### src/rtl/edf_pkg.sv
package edf_pkg;

	localparam int unsigned MaxTasks = 8;

	typedef enum logic [1:0] {
		REQ_WRITE = 2'd0,
		REQ_START = 2'd1,
		REQ_TICK  = 2'd2,
		REQ_NONE  = 2'd3
	} req_t;

	localparam logic [3:0] REG_TASK_COUNT = 4'd0;

	// One divide job for the shared unit: dividend over a 16-bit divisor.
	typedef struct packed {
		logic        go;
		logic [47:0] dividend;
		logic [15:0] divisor;
	} div_req_t;

	typedef struct packed {
		logic        done;
		logic [47:0] quotient;
		logic [15:0] remainder;
	} div_rsp_t;

	typedef enum logic [3:0] {
		ST_IDLE,
		ST_LOAD,
		ST_HP_GCD,
		ST_HP_GCD_W,
		ST_HP_DIV,
		ST_HP_DIV_W,
		ST_HP_MUL,
		ST_SCAN,
		ST_SCAN_W,
		ST_RUN,
		ST_REL,
		ST_REL_W,
		ST_OUT
	} state_t;

endpackage

### src/rtl/edf_divider.sv
module edf_divider
	import edf_pkg::*;
(
	input  logic     clk,
	input  logic     arst_n,
	input  div_req_t req,
	output div_rsp_t rsp
);

	// Restoring divider, one quotient bit a cycle.
	logic [47:0] quo_q;
	logic [16:0] rem_q;
	logic [15:0] dsr_q;
	logic [5:0]  cnt_q;
	logic        busy_q;
	logic        done_q;
	logic [16:0] trial;
	logic [16:0] shifted;

	always_comb begin
		shifted = {rem_q[15:0], quo_q[47]};
		trial   = shifted - {1'b0, dsr_q};
	end

	always_ff @(posedge clk or negedge arst_n) begin
		if (!arst_n) begin
			busy_q <= 1'b0;
			done_q <= 1'b0;
			cnt_q  <= '0;
		end else begin
			done_q <= 1'b0;
			if (req.go) begin
				busy_q <= 1'b1;
				cnt_q  <= 6'd47;
			end else if (busy_q) begin
				if (cnt_q == 6'd0) begin
					busy_q <= 1'b0;
					done_q <= 1'b1;
				end
				cnt_q <= cnt_q - 6'd1;
			end
		end
	end

	always_ff @(posedge clk) begin
		if (req.go) begin
			quo_q <= req.dividend;
			dsr_q <= req.divisor;
			rem_q <= '0;
		end else if (busy_q) begin
			if (!trial[16]) begin
				rem_q <= trial;
				quo_q <= {quo_q[46:0], 1'b1};
			end else begin
				rem_q <= shifted;
				quo_q <= {quo_q[46:0], 1'b0};
			end
		end
	end

	assign rsp.done      = done_q;
	assign rsp.quotient  = quo_q;
	assign rsp.remainder = rem_q[15:0];

endmodule

### src/rtl/edf_tick_scheduler_core.sv
// Channel   | Signals                                               | Direction
// ----------|-------------------------------------------------------|----------
// command   | start, req_type, task_index, arrival, exec_time,      | in
//           | period, rel_deadline; busy                            | busy out
// result    | res_valid, slot_time, running_id, done_res, all_done  | out
// config    | psel, penable, pwrite, paddr, pwdata, prdata, pready  | in/out
//
// Each transaction keeps busy high through a load state and an output state plus any divider
// work, and its result is strobed in the first idle cycle after that. A write, an unused
// code, a start with at most one task and a tick after the schedule has finished go straight
// from the load state to the output state. A tick runs one division per task in the deadline
// scan and again in the release pass. A start runs one division per Euclid step (up to about
// 24 per task) and one more per further task. Reset is asynchronous; the receiver cannot
// stall the result strobe.
module edf_tick_scheduler_core
	import edf_pkg::*;
(
	input  logic        clk,
	input  logic        arst_n,
	input  logic        start,
	output logic        busy,
	input  logic [1:0]  req_type,
	input  logic [2:0]  task_index,
	input  logic [15:0] arrival,
	input  logic [15:0] exec_time,
	input  logic [15:0] period,
	input  logic [15:0] rel_deadline,
	output logic        res_valid,
	output logic [31:0] slot_time,
	output logic [3:0]  running_id,
	output logic        done_res,
	output logic        all_done,
	input  logic        psel,
	input  logic        penable,
	input  logic        pwrite,
	input  logic [1:0]  paddr,
	input  logic [31:0] pwdata,
	output logic [31:0] prdata,
	output logic        pready
);

	localparam int unsigned MAX_TASKS = MaxTasks;
	localparam int unsigned IW = (MAX_TASKS > 1) ? $clog2(MAX_TASKS) : 1;
	localparam int unsigned CW = $clog2(MAX_TASKS + 1);
	localparam logic [31:0] HpMax = 32'hFFFF_FFFF;

	state_t state_q, state_d;

	logic [15:0] arr_q [MAX_TASKS];
	logic [15:0] exe_q [MAX_TASKS];
	logic [15:0] per_q [MAX_TASKS];
	logic [15:0] dl_q  [MAX_TASKS];
	logic [15:0] rem_q [MAX_TASKS];

	logic [3:0]  tcount_q;
	logic [31:0] now_q;
	logic [31:0] hp_q;
	logic [3:0]  comp_q;
	logic [CW-1:0] n_eff;

	logic [1:0]  req_q;
	logic [2:0]  idx_in_q;
	logic [15:0] a_in_q, e_in_q, p_in_q, d_in_q;

	logic [IW-1:0] i_q;
	logic [CW-1:0] cnt_q;
	logic [47:0] hp_w_q;
	logic [47:0] ga_q;
	logic [15:0] gb_q;
	logic [15:0] g_q;
	logic          best_v_q;
	logic [IW-1:0] best_q;
	logic [32:0]   best_dl_q;
	logic [31:0]   slot_q;
	logic [3:0]    run_q;

	div_req_t dreq;
	div_rsp_t drsp;

	edf_divider u_div (.clk(clk), .arst_n(arst_n), .req(dreq), .rsp(drsp));

	logic [15:0] per_i;
	logic [15:0] eff_p;
	logic [32:0] cand_dl;
	logic [47:0] hp_prod;
	logic        finished;
	logic        cfg_wr;

	function automatic logic [15:0] gb_next(input logic [CW-1:0] k);
		logic [15:0] p;
		p = per_q[k[IW-1:0]];
		return (p == 16'd0) ? 16'd1 : p;
	endfunction

	always_comb begin
		n_eff  = (tcount_q > 4'(MAX_TASKS)) ? CW'(MAX_TASKS) : CW'(tcount_q);
		per_i  = per_q[i_q];
		eff_p  = (per_i == 16'd0) ? 16'd1 : per_i;
		cand_dl = {17'd0, dl_q[i_q]} + {1'b0, 32'(drsp.quotient[31:0]) * 32'(eff_p)};
		hp_prod = 48'(drsp.quotient[31:0]) * 48'(gb_next(cnt_q));
		finished = !(now_q < hp_q && 32'(comp_q) < 32'(n_eff));
		cfg_wr = psel && penable && pwrite && pready;
	end

	// Configuration port.
	assign pready = 1'b1;
	assign prdata = (paddr == REG_TASK_COUNT[1:0]) ? {28'd0, tcount_q} : 32'd0;

	always_ff @(posedge clk or negedge arst_n) begin
		if (!arst_n) begin
			tcount_q <= '0;
		end else if (cfg_wr && paddr == REG_TASK_COUNT[1:0]) begin
			tcount_q <= pwdata[3:0];
		end
	end

	// State register.
	always_ff @(posedge clk or negedge arst_n) begin
		if (!arst_n) begin
			state_q <= ST_IDLE;
		end else begin
			state_q <= state_d;
		end
	end

	// Next state and divider requests.
	always_comb begin
		state_d = state_q;
		dreq.go = 1'b0;
		dreq.dividend = '0;
		dreq.divisor = 16'd1;
		case (state_q)
			ST_IDLE: begin
				if (start) state_d = ST_LOAD;
			end
			ST_LOAD: begin
				case (req_q)
					REQ_START: state_d = (n_eff <= CW'(1)) ? ST_OUT : ST_HP_GCD;
					REQ_TICK:  state_d = finished ? ST_OUT :
						((n_eff == '0) ? ST_RUN : ST_SCAN);
					default:   state_d = ST_OUT;
				endcase
			end
			ST_HP_GCD: begin
				if (gb_q == 16'd0) begin
					state_d = ST_HP_DIV;
				end else begin
					dreq.go = 1'b1;
					dreq.dividend = ga_q;
					dreq.divisor = gb_q;
					state_d = ST_HP_GCD_W;
				end
			end
			ST_HP_GCD_W: if (drsp.done) state_d = ST_HP_GCD;
			ST_HP_DIV: begin
				dreq.go = 1'b1;
				dreq.dividend = hp_w_q;
				dreq.divisor = g_q;
				state_d = ST_HP_DIV_W;
			end
			ST_HP_DIV_W: if (drsp.done) state_d = ST_HP_MUL;
			ST_HP_MUL: begin
				if (hp_prod >= 48'(HpMax) || cnt_q + CW'(1) >= n_eff) state_d = ST_OUT;
				else state_d = ST_HP_GCD;
			end
			ST_SCAN: begin
				dreq.go = 1'b1;
				dreq.dividend = {16'd0, now_q};
				dreq.divisor = eff_p;
				state_d = ST_SCAN_W;
			end
			ST_SCAN_W: begin
				if (drsp.done) state_d = (32'(i_q) + 1 >= 32'(n_eff)) ? ST_RUN : ST_SCAN;
			end
			ST_RUN: state_d = (n_eff == '0) ? ST_OUT : ST_REL;
			ST_REL: begin
				dreq.go = 1'b1;
				dreq.dividend = {16'd0, now_q};
				dreq.divisor = eff_p;
				state_d = ST_REL_W;
			end
			ST_REL_W: begin
				if (drsp.done) state_d = (32'(i_q) + 1 >= 32'(n_eff)) ? ST_OUT : ST_REL;
			end
			ST_OUT: state_d = ST_IDLE;
			default: state_d = ST_IDLE;
		endcase
	end

	assign busy = (state_q != ST_IDLE);

	// Control datapath.
	always_ff @(posedge clk or negedge arst_n) begin
		if (!arst_n) begin
			now_q <= '0;
			hp_q <= '0;
			comp_q <= '0;
			res_valid <= 1'b0;
			for (int k = 0; k < MAX_TASKS; k++) rem_q[k] <= '0;
		end else begin
			res_valid <= 1'b0;
			case (state_q)
				ST_LOAD: begin
					if (req_q == REQ_START) begin
						for (int k = 0; k < MAX_TASKS; k++)
							if (k < int'(n_eff)) rem_q[k] <= exe_q[k];
						now_q <= '0;
						comp_q <= '0;
						if (n_eff == '0) hp_q <= '0;
						else hp_q <= {16'd0, (per_q[0] == 16'd0) ? 16'd1 : per_q[0]};
					end
				end
				ST_HP_MUL: begin
					if (hp_prod >= 48'(HpMax)) hp_q <= HpMax;
					else hp_q <= hp_prod[31:0];
				end
				ST_RUN: begin
					if (best_v_q) begin
						rem_q[best_q] <= rem_q[best_q] - 16'd1;
						if (rem_q[best_q] == 16'd1) comp_q <= comp_q + 4'd1;
					end
					now_q <= now_q + 32'd1;
				end
				ST_REL_W: begin
					if (drsp.done && drsp.remainder == 16'd0) rem_q[i_q] <= exe_q[i_q];
				end
				ST_OUT: res_valid <= 1'b1;
				default: ;
			endcase
		end
	end

	// Payload and sequencing registers.
	always_ff @(posedge clk) begin
		case (state_q)
			ST_IDLE: begin
				req_q <= req_type;
				idx_in_q <= task_index;
				a_in_q <= arrival;
				e_in_q <= exec_time;
				p_in_q <= period;
				d_in_q <= rel_deadline;
			end
			ST_LOAD: begin
				i_q <= '0;
				best_v_q <= 1'b0;
				best_q <= '0;
				best_dl_q <= '0;
				run_q <= 4'd0;
				slot_q <= (req_q == REQ_START) ? 32'd0 : now_q;
				cnt_q <= CW'(1);
				hp_w_q <= {32'd0, (per_q[0] == 16'd0) ? 16'd1 : per_q[0]};
				ga_q <= {32'd0, (per_q[0] == 16'd0) ? 16'd1 : per_q[0]};
				gb_q <= (per_q[1 % MAX_TASKS] == 16'd0) ? 16'd1 : per_q[1 % MAX_TASKS];
				if (req_q == REQ_WRITE && 32'(idx_in_q) < 32'(MAX_TASKS)) begin
					arr_q[idx_in_q[IW-1:0]] <= a_in_q;
					exe_q[idx_in_q[IW-1:0]] <= e_in_q;
					per_q[idx_in_q[IW-1:0]] <= p_in_q;
					dl_q[idx_in_q[IW-1:0]]  <= d_in_q;
				end
			end
			ST_HP_GCD: if (gb_q == 16'd0) g_q <= ga_q[15:0];
			ST_HP_GCD_W: begin
				if (drsp.done) begin
					ga_q <= {32'd0, gb_q};
					gb_q <= drsp.remainder;
				end
			end
			// Feed the next GCD with the latest hyperperiod and the next period.
			ST_HP_MUL: begin
				hp_w_q <= hp_prod;
				ga_q <= hp_prod;
				gb_q <= gb_next(cnt_q + CW'(1));
				cnt_q <= cnt_q + CW'(1);
			end
			ST_SCAN_W: begin
				if (drsp.done) begin
					if ({16'd0, arr_q[i_q]} <= now_q && rem_q[i_q] != 16'd0 &&
					    (!best_v_q || cand_dl < best_dl_q)) begin
						best_v_q <= 1'b1;
						best_q <= i_q;
						best_dl_q <= cand_dl;
					end
					i_q <= i_q + IW'(1);
				end
			end
			ST_RUN: begin
				i_q <= '0;
				run_q <= best_v_q ? 4'(best_q) + 4'd1 : 4'd0;
			end
			ST_REL_W: if (drsp.done) i_q <= i_q + IW'(1);
			default: ;
		endcase
	end

	assign slot_time  = slot_q;
	assign running_id = run_q;
	assign done_res   = finished;
	assign all_done   = (32'(comp_q) == 32'(n_eff));

endmodule

### config.mk
export PLATFORM = sky130hd
export DESIGN_NAME = edf_tick_scheduler_core
export DESIGN_NICKNAME = d
export VERILOG_FILES = /design/src/rtl/edf_pkg.sv /design/src/rtl/edf_divider.sv /design/src/rtl/edf_tick_scheduler_core.sv
export SDC_FILE = /design/constraint.sdc
export NUM_CORES = 2
export LEC_CHECK = 0
export ABC_AREA = 1
export BUFFER_PORTS_ARGS = -buffer_cell sky130_fd_sc_hd__buf_4
export CORE_MARGIN = 3
export CORE_UTILIZATION = 60
export DETAILED_ROUTE_END_ITERATION = 10
export HOLD_SLACK_MARGIN = 0.05
export PLACE_DENSITY = 0.77
export SYNTH_ARGS = -nofsm -noshare
export SYNTH_HDL_FRONTEND = slang
export SYNTH_SLANG_ARGS = --single-unit
### constraint.sdc
create_clock -name clk -period 15.65 [get_ports clk]
set_input_delay 0.7825 -clock clk [delete_from_list [all_inputs] [get_ports clk]]
set_output_delay 0.7825 -clock clk [all_outputs]
set_load 0.01 [all_outputs]
==> results.md <==
* Status: completed
* Drt first pass iters at 8
* CP endpoint kind: flip-flop
* M3 GR Usage at approximately an eighth
* Via count at around 75000
* Reg2Reg Setup Slack at 3.17 ns
* Vias/cell at ~6.3
* Core area at 140000 µm²
* Ys Warns at 0
* Slowest cell on the critical path: buf_4
* Setup crit start kind: flip-flop
* Synth-to-layout area growth at 7.05%
* Drt drc at 0
* Final WL at just under 300 mm
* Global-route wire length before repair at 434 mm
* CTS H-Tree Depth at 3
* Worst Path Arrival at approximately 13 ns
* Share of the synthesized area in the top cell type at a little under a third
* Met1 usage at 50.3%
* IO buf count at ~120
* Pin count of the biggest net entering global routing at 102
* Crit Path Max Fanout at 90
* Syn Area/Cell at 8.52 µm²
* Worst Setup Path Type: reg2reg
* Clk sinks at ~1100
* HP Class: in2async
* Top post-synthesis cells by area: edfxtp_1, fa_1, nand2_1, inv_1, dfrtp_1
* GRT Residual Overflow at 0
* Worst R2R End: best_dl_q[29]
* CTS root buffer: clkbuf_16
* Clk buf depth at 3
* Fin. Hold Viols at 0
* Post-CTS setup buffer count at 0
* Slew margin rel. at approximately 15%
* Fillers at between 10000 and 15000
* Most Crowded Layer GR: met2
* Area occupied by multi-input gates at 45500 µm²
* Top delay family on crit path: adder cells
* I/O pin cnt at between 150 and 200
* Die width at 383 µm
* Maxcap violations at 0
* TritonCTS buffer count at ~110
* Resize count post-CTS at 0
* Row count at roughly 140
* CTS tree: yes
* Fmax at around 80 MHz
* Placed cell count at ~12000
* Actual slew at the worst max-slew pin at between 1 and 1.5 ns
* Mapped cell area at 85100 µm²
* GR Util All Layers at between 30% and 40%
* R2r worst-path depth at 47
* Die area at ~150000 µm²
* CP Capture Point: best_dl_q[29]
* Sequential-to-total area share from yosys stat at 36.9%
* Max Transition Viols Final at 0
* Yosys reg bits at around 1100
* Final core utilization at 64.9%
* CP Depth at 47
* Area leader, netlist: edfxtp_1
* Final ANT Viol Nets at 0
* Layout cells sized above 1 at 5.67%
* Buf/Inv on CP at 12
* GPL Wtd Cong at roughly 1
* WP data required at approximately 16 ns
* Initial Utilization at roughly three fifths
* Share of flip-flops with an asynchronous set or reset at around 20%
* Number of global-route vias before repair at ~73000
* Layout Cells excl Fill at between 10000 and 15000
* Flip-flop and latch area at 31400 µm²
* Ys flop type: edfxtp_1
* Synth Instances at approximately 10000
* Nets at about 11000
* EDFF count, synth at roughly 850
* Met2 Use GR at 57.9%
* Initial antenna violation count at 9
* Final Skew at ~0.065 ns
* Fin crit period at 12.48 ns
* Final setup violation count at 0
* RSZ-0062 raised after global routing: no
* CTS Hold Bufs at 0
* Most used cell, CP: nand2_1
* Clock slew at reported path FFs at 0.07 ns
* Final period utilization at approximately four fifths
* Setup TNS at 0 ns
* Detail Placement HPWL at ~200 mm
* Die H at about 380 µm
* Skew-Pair Late Insertion Delay at around 0.76 ns
* WL/cell at between 20 and 25 µm
* Yosys cell types at 75
* Max stage delay on crit path at 0.84 ns
* Initial drt markers at between 10000 and 15000
## worst min path at each step
stage / startpoint / end / slack [ns]
floorplan: ga_q[0] / g_q[0] / 0.43
detailed placement: ga_q[10] / g_q[10] / 0.43
global placement: ga_q[0] / g_q[0] / 0.43
finish: arst_n / rem_q[76] / 0.06
global route: arst_n / rem_q[124] / 0.11
CTS: arst_n / rem_q[76] / 0.09
## synth_stat cells, types with 87 or more instances
cell / number
nand2_1: 2196
inv_1: 1585
nor2_1: 1152
edfxtp_1: 853
fa_1: 724
o21ai_0: 547
a21oi_1: 415
nand3_1: 370
clkbuf_1: 359
ha_1: 320
dfrtp_1: 213
o211ai_1: 100
o22ai_1: 96
a211oi_1: 87
## registers in the layout, summed over array words and instances (netlist names), 32 cells and up, named ones only
register     count
arr_q          128
dl_q           128
exe_q          128
per_q          128
rem_q          128
ga_q            48
hp_w_q          48
u_div.quo_q     48
best_dl_q       33
hp_q            32
now_q           32
slot_time       32
## worst reg2reg max path, delay by kind of cell (launching register included)
kind            cells  cell delay, ns
flops               1            0.53
xor+xnor            1            0.17
simple gates       17            3.29
fa+ha+maj           9            3.57
compound gates      8            1.26
buf+inv            12            3.16
## routing by layer
layer,part of all wire (%),up-vias
met5,0.026,-
met4,7.1,12
met3,15,1298
met2,43,5675
met1,35,35600
li1,-,32000
## cell type report
class / count / share of cell area [%]
multi-input cells: 6771 / 50.0
flip-flops and latches: 1088 / 34.5
inverters: 1628 / 6.72
clock buffers: 127 / 3.05
well taps: 1876 / 2.58
repair buffers: 264 / 2.18
clock inverters: 72 / 0.981
diodes: 4 / 0.0110
## placed cells by master, fill, tap and decap left out, types with 73 or more instances in the layout
master	n
ha_1	320
a211oi_1	87
nand3_1	370
dfrtp_1	213
fa_1	724
o21ai_0	546
o22ai_1	96
inv_1	1579
a31oi_1	73
nand2_1	2188
a22oi_1	83
nand4_1	84
clkbuf_16	108
nor2_1	1142
a21oi_1	414
edfxtp_1	853
buf_4	263
o211ai_1	100
## through the flow
| step | cell area (µm²) | hold slack [ns] | setup WS (ns) |
|---|---|---|---|
| finish | 91100 | 0.0606 | 3.17 |
| floorplan | 85200 | 0.427 | 5.25 |
| CTS | 91000 | 0.0891 | 3.36 |
| global route | 91000 | 0.110 | 2.35 |
| global placement | 87400 | 0.433 | 3.41 |
| detailed placement | 87400 | 0.434 | 3.40 |
## cell families after synthesis
kind of cell | count (synthesis) | share of synthesized area (%)
and+or+nand+nor | 3956 | 18.8
buffers and inverters | 2147 | 9.86
adders and majority gates | 1044 | 21.7
other | 2 | 0.00883
AOI/OAI and AO/OA | 1651 | 11.7
xor gates and xnor gates | 91 | 0.990
DFF | 1088 | 36.9
Power is left out: the tool's default activity adds up to more than one toggle a clock period on the data nets, which glitch-free logic cannot reach.
